--- src/anc_pkg.sv ---
`timescale 1ns / 1ps

package anc_pkg;

  // Input width and the number of low bits of it that are classified
  localparam int NUM_W       = 32;
  localparam int NUMBER_BITS = 32;
  localparam logic [NUM_W-1:0] NUMBER_MASK =
    NUM_W'((64'(1) << NUMBER_BITS) - 64'(1));

  // Result widths
  localparam int COUNT_W = 11;
  localparam int SUM_W   = 35;

  // Trial divisor: odd, square never above 2^NUMBER_BITS - 1, plus one overshoot
  localparam int TRIAL_W = NUMBER_BITS / 2 + 1;
  localparam int PSQ_W   = 2 * TRIAL_W;

  // Exponent counter for one prime factor (lc), up to NUMBER_BITS + 1
  localparam int FACT_W = $clog2(NUMBER_BITS + 2);

  // Shared divider: dividend is SUM_W bits wide, one quotient bit a cycle
  localparam int DIV_STEPS = SUM_W;
  localparam int STEP_W    = $clog2(DIV_STEPS);

  // First odd trial divisor and its square
  localparam logic [TRIAL_W-1:0] TRIAL_FIRST    = TRIAL_W'(3);
  localparam logic [PSQ_W-1:0]   TRIAL_SQ_FIRST = PSQ_W'(9);
  localparam logic [TRIAL_W-1:0] TRIAL_STEP     = TRIAL_W'(2);

endpackage

--- src/arithmetic_number_classifier.sv ---
`timescale 1ns / 1ps

// Channel  | Handshake            | Payload
// ---------+----------------------+--------------------------------------------
// input    | in_valid / in_ready  | number
// output   | out_valid / out_ready| num_divisors, sigma, is_arith,
//          |                      | is_composite_arithmetic
//
// One item at a time; a shared restoring divider does every division. Each odd trial
// divisor costs a division. A factor found adds a shift-add multiply and a division;
// each prime found adds one more multiply. Zero goes straight to the result; every
// other item ends with a division of the sum by the count.
// Synchronous active-high reset returns to idle with no result pending.
// A waiting result holds only the final hand-off; the next item is taken meanwhile.

module arithmetic_number_classifier
  import anc_pkg::*;
(
  input  logic               clk,
  input  logic               rst,
  input  logic               in_valid,
  output logic               in_ready,
  input  logic [NUM_W-1:0]   number,
  output logic               out_valid,
  input  logic               out_ready,
  output logic [COUNT_W-1:0] num_divisors,
  output logic [SUM_W-1:0]   sigma,
  output logic               is_arith,
  output logic               is_composite_arithmetic
);

  typedef enum logic [2:0] {
    S_IDLE,
    S_STRIP,
    S_TEST,
    S_DIV,
    S_MUL,
    S_FINISH
  } state_t;

  state_t state;

  // Working value and running results
  logic [NUM_W-1:0]   n;
  logic [COUNT_W-1:0] c;
  logic [SUM_W-1:0]   s;
  logic               arith;
  logic               comp;

  // Current trial divisor, its square and its factor totals
  logic [TRIAL_W-1:0] p;
  logic [PSQ_W-1:0]   psq;
  logic [FACT_W-1:0]  lc;
  logic [SUM_W-1:0]   ls;

  // Shared divider
  logic [SUM_W-1:0]   div_q;
  logic [TRIAL_W-1:0] div_r;
  logic [TRIAL_W-1:0] div_d;
  logic [STEP_W-1:0]  div_cnt;
  logic               div_final;

  // Shared shift-add multiplier
  logic [SUM_W-1:0]   mul_acc;
  logic [SUM_W-1:0]   mul_a;
  logic [SUM_W-1:0]   mul_b;
  logic               mul_to_ls;
  logic               mul_tail;

  // One restoring division step
  logic [TRIAL_W:0]   div_trial;
  logic               div_fits;
  logic [TRIAL_W-1:0] step_r;
  logic [SUM_W-1:0]   step_q;
  logic               div_last;

  always_comb begin
    div_trial = {div_r, div_q[SUM_W-1]};
    div_fits  = div_trial >= {1'b0, div_d};
    step_r    = div_fits ? TRIAL_W'(div_trial - {1'b0, div_d}) : div_trial[TRIAL_W-1:0];
    step_q    = {div_q[SUM_W-2:0], div_fits};
    div_last  = div_cnt == STEP_W'(DIV_STEPS - 1);
  end

  // Trial divisor advance
  logic [TRIAL_W-1:0] p_next;
  logic [PSQ_W-1:0]   psq_next;

  assign p_next   = p + TRIAL_STEP;
  assign psq_next = psq + PSQ_W'({p, 2'b00}) + PSQ_W'(4);

  assign in_ready = state == S_IDLE;

  // Sequencer, datapath and output register
  always_ff @(posedge clk) begin
    if (rst) begin
      state     <= S_IDLE;
      out_valid <= 1'b0;
    end else begin
      // Drain the output register unless a new result is loaded this cycle
      if (out_valid && out_ready && state != S_FINISH) begin
        out_valid <= 1'b0;
      end

      unique case (state)
        S_IDLE: begin
          if (in_valid) begin
            n     <= number & NUMBER_MASK;
            arith <= 1'b0;
            comp  <= 1'b0;
            if ((number & NUMBER_MASK) == '0) begin
              c     <= '0;
              s     <= '0;
              state <= S_FINISH;
            end else begin
              c     <= COUNT_W'(1);
              s     <= SUM_W'(1);
              state <= S_STRIP;
            end
          end
        end

        // Strip factors of two: sum becomes 2^(k+1) - 1
        S_STRIP: begin
          if (!n[0]) begin
            n <= n >> 1;
            c <= c + COUNT_W'(1);
            s <= {s[SUM_W-2:0], 1'b1};
          end else begin
            p     <= TRIAL_FIRST;
            psq   <= TRIAL_SQ_FIRST;
            state <= S_TEST;
          end
        end

        // Next trial divisor, the leftover prime, or the final division of the sum by the count
        S_TEST: begin
          if (psq <= PSQ_W'(n)) begin
            lc        <= FACT_W'(1);
            ls        <= SUM_W'(1);
            div_q     <= SUM_W'(n);
            div_r     <= '0;
            div_d     <= p;
            div_cnt   <= '0;
            div_final <= 1'b0;
            state     <= S_DIV;
          end else if (n > NUM_W'(1)) begin
            c         <= {c[COUNT_W-2:0], 1'b0};
            mul_acc   <= '0;
            mul_a     <= s;
            mul_b     <= SUM_W'(n) + SUM_W'(1);
            mul_to_ls <= 1'b0;
            mul_tail  <= 1'b1;
            state     <= S_MUL;
          end else begin
            div_q     <= s;
            div_r     <= '0;
            div_d     <= TRIAL_W'(c);
            div_cnt   <= '0;
            div_final <= 1'b1;
            state     <= S_DIV;
          end
        end

        S_DIV: begin
          div_q   <= step_q;
          div_r   <= step_r;
          div_cnt <= div_cnt + STEP_W'(1);
          if (div_last) begin
            if (div_final) begin
              arith <= step_r == '0;
              comp  <= (step_r == '0) && (c > COUNT_W'(2));
              state <= S_FINISH;
            end else if (step_r == '0) begin
              // Factor found: divide it out, ls = ls * p + 1
              n         <= step_q[NUM_W-1:0];
              lc        <= lc + FACT_W'(1);
              mul_acc   <= SUM_W'(1);
              mul_a     <= ls;
              mul_b     <= SUM_W'(p);
              mul_to_ls <= 1'b1;
              mul_tail  <= 1'b0;
              state     <= S_MUL;
            end else if (lc != FACT_W'(1)) begin
              // Fold this prime's totals into the running results
              c         <= COUNT_W'(c * COUNT_W'(lc));
              mul_acc   <= '0;
              mul_a     <= s;
              mul_b     <= ls;
              mul_to_ls <= 1'b0;
              mul_tail  <= 1'b0;
              state     <= S_MUL;
            end else begin
              p     <= p_next;
              psq   <= psq_next;
              state <= S_TEST;
            end
          end
        end

        // Shift-add multiply, ends when the multiplier runs out of ones
        S_MUL: begin
          if (mul_b != '0) begin
            if (mul_b[0]) begin
              mul_acc <= mul_acc + mul_a;
            end
            mul_a <= mul_a << 1;
            mul_b <= mul_b >> 1;
          end else if (mul_to_ls) begin
            ls        <= mul_acc;
            div_q     <= SUM_W'(n);
            div_r     <= '0;
            div_d     <= p;
            div_cnt   <= '0;
            div_final <= 1'b0;
            state     <= S_DIV;
          end else if (mul_tail) begin
            s         <= mul_acc;
            div_q     <= mul_acc;
            div_r     <= '0;
            div_d     <= TRIAL_W'(c);
            div_cnt   <= '0;
            div_final <= 1'b1;
            state     <= S_DIV;
          end else begin
            s     <= mul_acc;
            p     <= p_next;
            psq   <= psq_next;
            state <= S_TEST;
          end
        end

        // Hand the item to the output register once it is free
        S_FINISH: begin
          if (!out_valid || out_ready) begin
            num_divisors            <= c;
            sigma                   <= s;
            is_arith                <= arith;
            is_composite_arithmetic <= comp;
            out_valid               <= 1'b1;
            state                   <= S_IDLE;
          end
        end

        default: begin
          state <= S_IDLE;
        end
      endcase
    end
  end

endmodule
--- config.mk ---
export PLATFORM = sky130hd
export DESIGN_NAME = arithmetic_number_classifier
export DESIGN_NICKNAME = d
export VERILOG_FILES = /design/src/anc_pkg.sv /design/src/arithmetic_number_classifier.sv
export SDC_FILE = /design/constraint.sdc
export NUM_CORES = 1
export LEC_CHECK = 0
export BUFFER_PORTS_ARGS = -buffer_cell sky130_fd_sc_hd__buf_2
export CORE_UTILIZATION = 28
export CTS_CLUSTER_DIAMETER = 60
export CTS_CLUSTER_SIZE = 20
export DETAILED_ROUTE_END_ITERATION = 8
export PLACE_DENSITY = 0.49
export SLEW_MARGIN = 40
export SYNTH_ARGS = -nofsm -noshare
export SYNTH_HDL_FRONTEND = slang
export SYNTH_SLANG_ARGS = --single-unit
--- constraint.sdc ---
create_clock -name clk -period 11.8 [get_ports clk]
set_input_delay 2.36 -clock clk [delete_from_list [all_inputs] [get_ports clk]]
set_output_delay 2.36 -clock clk [all_outputs]
set_load 0.01 [all_outputs]
==> results of run 1 <==
worst paths after layout:
check / from / to / slack [ns] / cells after the start
hold / removal: comp$_SDFFCE_PN0P_ / is_composite_arithmetic$_DFFE_PP_ / 0.45 / 0
setup / recovery: div_q[34]$_DFFE_PP_ / psq[29]$_SDFFCE_PP0P_ / 5.89 / 16
setup reg to reg: div_q[34]$_DFFE_PP_ / psq[29]$_SDFFCE_PP0P_ / 5.89 / 16
hold reg to reg: comp$_SDFFCE_PN0P_ / is_composite_arithmetic$_DFFE_PP_ / 0.45 / 0
kinds of logic (layout without fill, tap and decap cells):
kind of cell	Yosys count	count (layout)
buffers and inverters	250	333
muxes	40	40
adders and majority gates	163	163
AOI/OAI and AO/OA	536	536
DFF	403	403
and+or+nand+nor	810	810
xor gates and xnor gates	119	119
cell usage in the layout, fill, tap and decap left out, types with 30 or more instances in the layout:
cell / n
edfxtp_1: 399
nor2_1: 238
nand2_1: 179
ha_1: 135
inv_1: 120
a21oi_1: 114
xnor2_1: 86
and3_1: 86
buf_2: 85
a21o_1: 78
o21ai_0: 68
nand3_1: 58
a221o_1: 53
and2_1: 46
clkbuf_16: 44
nand4_1: 42
nor4_1: 38
o211ai_1: 38
mux2i_1: 38
buf_4: 36
xor2_1: 33
o221ai_1: 31
a221oi_1: 30
layout make-up:
cell class / count / share of cell area (%)
Clock buffer: 44 / 3.923
Clock inverter: 38 / 1.689
Inverter: 122 / 1.632
Multi-Input combinational cell: 1668 / 41.50
Sequential cell: 403 / 42.98
Tap cell: 1155 / 5.149
Timing Repair Buffer: 129 / 3.129
state kept, by name, indices dropped and copies added, names as in the netlist, 16 cells and up:
register  count
n            32
div_q        35
s            35
div_r        17
sigma        35
ls           35
mul_acc      35
div_d        17
mul_a        35
psq          31
mul_b        35
p            16
per-layer routing:
layer / track usage [%] / part of all wire [%] / wire length (um) / up-vias
met4: 4.982 / 2.5 / 1979 / 0
met2: 29.37 / 47 / 38180 / 714
met1: 24.35 / 44 / 35800 / 9769
li1: - / - / - / 8806
met5: 0 / 0 / 0 / -
met3: 2.283 / 5.8 / 4680 / 121
worst reg2reg max path: cells and delay by family, from the launching register on:
kind | cells | cell delay [ns]
simple gates | 4 | 1.80
compound gates | 5 | 1.49
buf+inv | 5 | 1.23
fa+ha+maj | 2 | 0.61
flops | 1 | 0.42
power by group:
part | switching [W] | internal [W] | total (W) | leakage [nW]
Clock | 0.000754 | 0.000749 | 0.00150 | 0.748
Combinational | 0.00155 | 0.000937 | 0.00248 | 6.29
Sequential | 0.000325 | 0.00201 | 0.00233 | 3.72
stage by stage:
stage | instances | utilization, % | area [um^2] | setup WS (ns)
3_5_place_dp | 3477 | 30.54 | 26490 | 6.015
3_3_place_gp | 3469 | 30.30 | 26290 | 5.993
6_report | 3559 | 32.35 | 28070 | 5.892
5_1_grt | 3559 | 32.35 | 28070 | 5.502
4_1_cts | 3559 | 32.35 | 28070 | 5.976
2_1_floorplan | 2321 | - | 24490 | 3.355
==> key figures, run 1 <==
Critical path
  • Crit path buf inv count: 5
  • Crit path launch type: register
  • CP dominant cell by count: buf_4
  • WP data arrival: 6.19 ns
  • Crit-path cells: inv_1 > ha_1 > inv_1 > fa_1 > a211oi_1 > o21ai_0 > a2111oi_0 > nor3_1 > a21oi_1 > buf_4 > o21ai_0 > or4_1 > nor3_4 > buf_4 > nor4_2 > buf_4
  • Crit end category: register
  • Highest cell delay on the worst timing path: 0.98 ns
  • CP required: around 12 ns
  • CP max-delay cell: or4_1
  • CP max FO: 47
  • Setup CP Type: register to register
  • Crit path max-delay family: simple AND/OR/NAND/NOR gates

Drt
  • Post-Route WL: between 80,000 and 90,000 um
  • Initial DRC count: 2,058
  • DRC: 0
  • TritonRoute pass-1 iters: 5
  • WL/cell: about 23 um
  • Post-DRT Antenna Nets: 0
  • Vias/cell: about 5.5
  • DR vias: around 19,000

Die
  • Die X: between 200 and 300 um
  • Die area: between 80,000 and 90,000 um^2
  • Vert. Die Dim: 297.8 um
  • # IOs: 86
  • Initial Util: 28.23%
  • Row cnt: between 100 and 150
  • CORE AREA: between 80,000 and 90,000 um^2

Timing
  • Pin slew with the least headroom to its limit: ~0.85 ns
  • Final period util: between 50% and 60%
  • Final setup vio count: 0
  • Worst Clk Skew: 0.05031 ns
  • Final Slew Violations: 0
  • RSZ-0062 raised after global routing: false
  • Hold_ws: 0.4473 ns
  • TNS Setup: 0 ns
  • Final Hold Fails: 0
  • Slew margin rel.: between 40 and 50%
  • Peak Freq: 169.3 MHz
  • Min cycle time layout: roughly 5.9 ns

Run status
  • Outcome: finished clean

Synth
  • Area contributors post-synth: edfxtp_1 49%, ha_1 6.9%, nor2_1 3.7%
  • Most frequent cells after synthesis: 399 x edfxtp_1, 244 x nor2_1, 181 x nand2_1, 135 x ha_1
  • Register area share after synthesis: between 40 and 50%
  • Mean Syn Cell Area: roughly 11 um^2
  • Post-synthesis mux area share: between 1.5 and 2%
  • Simple-gate share of the synthesized area: between 10% and 20%
  • Netlist cell types: 71
  • Compound-Gate Fraction of Synth Area: between 10% and 20%
  • FFs w/ async S/R, synth: 0%
  • Synthesized flop and latch total: around 400
  • Post-Synth Adder-Cell Area: a little under a tenth
  • Yosys top cell area share: roughly half
  • Ys Warns: 0
  • Xor and xnor area share after synthesis: ~4.3%
  • Top_reg_cell synth: edfxtp_1
  • Largest family of logic cells by synthesized area: simple AND/OR/NAND/NOR gates
  • Synthesized Nets: about 2,500
  • Top cell type by total area after synthesis: edfxtp_1
  • Cells after Synth: roughly 2,300
  • Post-Syn Area: 24,490 um^2
  • Number of enable flip-flop cells after synthesis: roughly 400
  • Count leader, synth: edfxtp_1

Power and ir drop
  • Worst VDD drop: roughly 0.11 mV
  • LEAKAGE: ~11 nW
  • PD cells: about 230 nW/um^2
  • Overall Power: between 0.006 and 0.007 W

Worst hold path
  • Worst min path class: register to register

CTS
  • Max H-tree Level: 2
  • Setup Fix Bufs, Post-CTS: 0
  • Clock buffer count from CTS: 44
  • CTS Root Cell: clkbuf_16
  • Clk buf depth: 3
  • Resized Gates After CTS: 0
  • CTS Sinks: ~400
  • CTS clock-pin slew for the worst setup and hold paths: 0.07 ns
  • CTS tree: yes
  • Hold buffers post-CTS: 0
  • Worst-Skew Late Latency: approximately 0.63 ns

Place
  • Hpwl dp: slightly below 60,000 um
  • Gpl congestion: 0.8672
  • Port Buffers: 85

GRT
  • Maximum number of pins on one net before global-route repair: 66
  • First-pass GRT wire length: 122,200 um
  • Vias in the first global route: 19,160
  • Grt total ovfl: 0
  • All-Layer GR Usage: 17.79%
  • Initial antenna violation count: 1

Final layout
  • Synth-to-layout area growth: 14.59%
  • Area of the multi-input gates: between 10,000 and 15,000 um^2
  • Final nets: around 2,600
  • Sequential standard cell area: 12,060 um^2
  • N_diodes: 0
  • Fillers: around 9,000
  • Layout cells sized above 1: around a tenth

Run
  • Max-cap violations: 0
(Power assumes the default switching activity.)
==> run 2, diff against run 1 <==
- PLACE_DENSITY: 0.49 -> 0.51
- clock period: 11.8 -> 5.2 ns (I/O delays scaled with it)
==> run 2 against run 1 <==
Setup slack worse by 5.5 ns. Global-route usage is 0.17 points lower. Sequential share of layout area is 0.42 points higher. Clock power is 100% higher. Clock skew is 0.016 ns lower. Core utilization is 0.31 points lower. Cell area is 0.96% lower. Cell count is 0.22% lower. Hold slack better by 0.0058 ns. Die area stayed put. Sequential power is 130% higher. Via count is 0.78% lower. Largest power group unchanged. Highest routed layer unchanged.
==> key figures, run 2 (same netlist as run 1, synthesis figures left out) <==
GRT
  • Initial antenna violation count: 0
  • All-Layer GR Usage: ~18%
  • First-pass GRT wire length: roughly 120,000 um
  • Maximum number of pins on one net before global-route repair: 67
  • Grt total ovfl: 0
  • Vias in the first global route: ~19,000

Power and ir drop
  • LEAKAGE: 10.66 nW
  • Reg power frac: roughly two fifths
  • Switching share of power: about two fifths
  • Worst VDD drop: about 0.2 mV
  • Psw: between 0.005 and 0.006 W
  • PD cells: 499.3 nW/um^2
  • Clock share of power: between 20% and 30%
  • Comb power frac: between 40 and 50%
  • Internal power: around 0.008 W

Run
  • Max-cap violations: 0

Die
  • Row cnt: 108
  • Vert. Die Dim: slightly below 300 um
  • Die area: ~90,000 um^2
  • CORE AREA: between 80,000 and 90,000 um^2
  • Initial Util: 28.23%
  • Die X: between 200 and 300 um
  • # IOs: 86

Timing
  • Final period util: between 90% and 100%
  • Final Slew Violations: 0
  • Final Hold Fails: 0
  • RSZ-0062 raised after global routing: false
  • Peak Freq: ~210 MHz
  • Worst Clk Skew: between 0.03 and 0.04 ns
  • Final setup vio count: 0
  • TNS Setup: 0 ns
  • Min cycle time layout: between 4 and 5 ns
  • Slew margin rel.: 42.87%
  • Pin slew with the least headroom to its limit: 0.8493 ns

Critical path
  • Reg-to-Reg End: mul_a[0]$_DFFE_PP_
  • Crit path launch type: register
  • CP max-delay cell: or4_1
  • Crit path buf inv count: 3
  • Crit path max-delay family: simple AND/OR/NAND/NOR gates
  • Crit end category: register
  • Worst Reg-to-Reg Cells: 14
  • Reg-to-reg slack, setup: 0.36 ns
  • WP data arrival: a little over 5 ns
  • CP dominant cell by count: or4_1
  • Setup CP Type: register to register
  • Highest cell delay on the worst timing path: roughly 0.63 ns
  • RR Startpoint: div_q[34]$_DFFE_PP_
  • CP max FO: 38
  • CP required: 5.50 ns
  • Crit-path cells: inv_1 > ha_1 > inv_1 > fa_1 > a21o_1 > a21oi_1 > xnor2_1 > or4_1 > or4_1 > o41a_1 > or4_1 > nor3_4 > buf_4 > o21ai_0

Place
  • Hpwl dp: 57,240 um
  • Dpl cells: around 3,500
  • Gpl congestion: just over 0.9
  • Port Buffers: 85

Drt
  • TritonRoute pass-1 iters: 6
  • Post-DRT Antenna Nets: 0
  • Initial DRC count: approximately 1,800
  • DRC: 0
  • Post-Route WL: around 79,000 um
  • Vias/cell: between 5 and 6
  • DR vias: 19,260
  • WL/cell: 22.33 um

Final layout
  • Fillers: between 8,000 and 9,000
  • Layout cells sized above 1: 10.10%
  • Final Non-Filler Cells: ~3,600
  • Area of the multi-input gates: ~12,000 um^2
  • N_diodes: 0
  • Synth-to-layout area growth: 13.49%
  • Final nets: around 2,600
  • Most frequent cells in the layout: 399 x edfxtp_1, 239 x nor2_1, 179 x nand2_1, 135 x ha_1, 120 x inv_1
  • Commonest non-fill, non-tap cell in the layout: edfxtp_1
  • Sequential standard cell area: ~12,000 um^2

CTS
  • CTS Root Cell: clkbuf_16
  • Setup Fix Bufs, Post-CTS: 0
  • Hold buffers post-CTS: 0
  • CTS Sinks: just over 400
  • CTS tree: yes
  • CTS clock-pin slew for the worst setup and hold paths: ~0.08 ns
  • Resized Gates After CTS: 0
  • Clock buffer count from CTS: 37
  • Max H-tree Level: 2
  • Worst-Skew Late Latency: about 0.59 ns
  • Clk buf depth: 3

Worst hold path
  • Hold Path End: is_composite_arithmetic$_DFFE_PP_
  • Hold path start: comp$_SDFFCE_PN0P_
  • Worst min path class: register to register
  • Worst hold path depth: 0

Run status
  • Outcome: finished clean
==> run 2: how the worst max path moves through the flow <==
stage | slack, ns | endpoint | cells after the start | start
after floorplan | -0.01 | mul_a[0]$_DFFE_PP_ | 14 | div_q[34]$_DFFE_PP_
after global placement | 0.34 | mul_a[0]$_DFFE_PP_ | 14 | div_q[34]$_DFFE_PP_
after detailed placement | 0.36 | mul_a[0]$_DFFE_PP_ | 14 | div_q[34]$_DFFE_PP_
after CTS | 0.32 | mul_a[0]$_DFFE_PP_ | 14 | div_q[34]$_DFFE_PP_
after global routing | 0.14 | mul_a[0]$_DFFE_PP_ | 14 | div_q[34]$_DFFE_PP_
final | 0.36 | mul_a[0]$_DFFE_PP_ | 14 | div_q[34]$_DFFE_PP_
==> run 2: metrics by stage <==
stage	util [%]	setup slack (ns)	power (W)	area, um^2	hold slack [ns]
floorplan	-	-0.01048	0.008988	24550	0.4003
global placement	30.48	0.3358	0.01078	26440	0.4265
detailed placement	30.55	0.3642	0.01091	26500	0.4440
CTS	32.04	0.3157	0.01395	27800	0.4624
global route	32.04	0.1403	0.01474	27800	0.4690
finish	32.04	0.3631	0.01388	27800	0.4531
==> run 2: power by group through the flow <==
stage | Clock [W] | Sequential [W] | Combinational (W)
2_1_floorplan | 0 | 0.00495 | 0.00404
3_3_place_gp | 0 | 0.00536 | 0.00542
3_5_place_dp | 0 | 0.00536 | 0.00555
4_1_cts | 0.00307 | 0.00530 | 0.00559
5_1_grt | 0.00316 | 0.00536 | 0.00622
6_report | 0.00300 | 0.00530 | 0.00558
==> run 2: cell type report <==
cell class	count	share of cell area (%)
Clock buffer	39	3.434
Clock inverter	28	1.238
Inverter	122	1.647
Multi-Input combinational cell	1668	41.92
Sequential cell	403	43.40
Tap cell	1155	5.198
Timing Repair Buffer	136	3.169
==> run 2: worst register-to-register path: stages (launching register included) <==
cell	delay, ns
edfxtp_1	0.41
inv_1	0.08
ha_1	0.17
inv_1	0.06
fa_1	0.44
a21o_1	0.19
a21oi_1	0.17
xnor2_1	0.10
or4_1	0.41
or4_1	0.56
o41a_1	0.50
or4_1	0.63
nor3_4	0.23
buf_4	0.44
o21ai_0	0.18
==> run 2: routing by layer <==
metal | GRT usage (%) | routed length, um | up-vias
met2 | 29.68 | 38010 | 678
li1 | - | - | 8820
met5 | 0 | 0 | -
met3 | 1.940 | 4559 | 121
met1 | 23.61 | 34350 | 9639
met4 | 5.543 | 2386 | 0
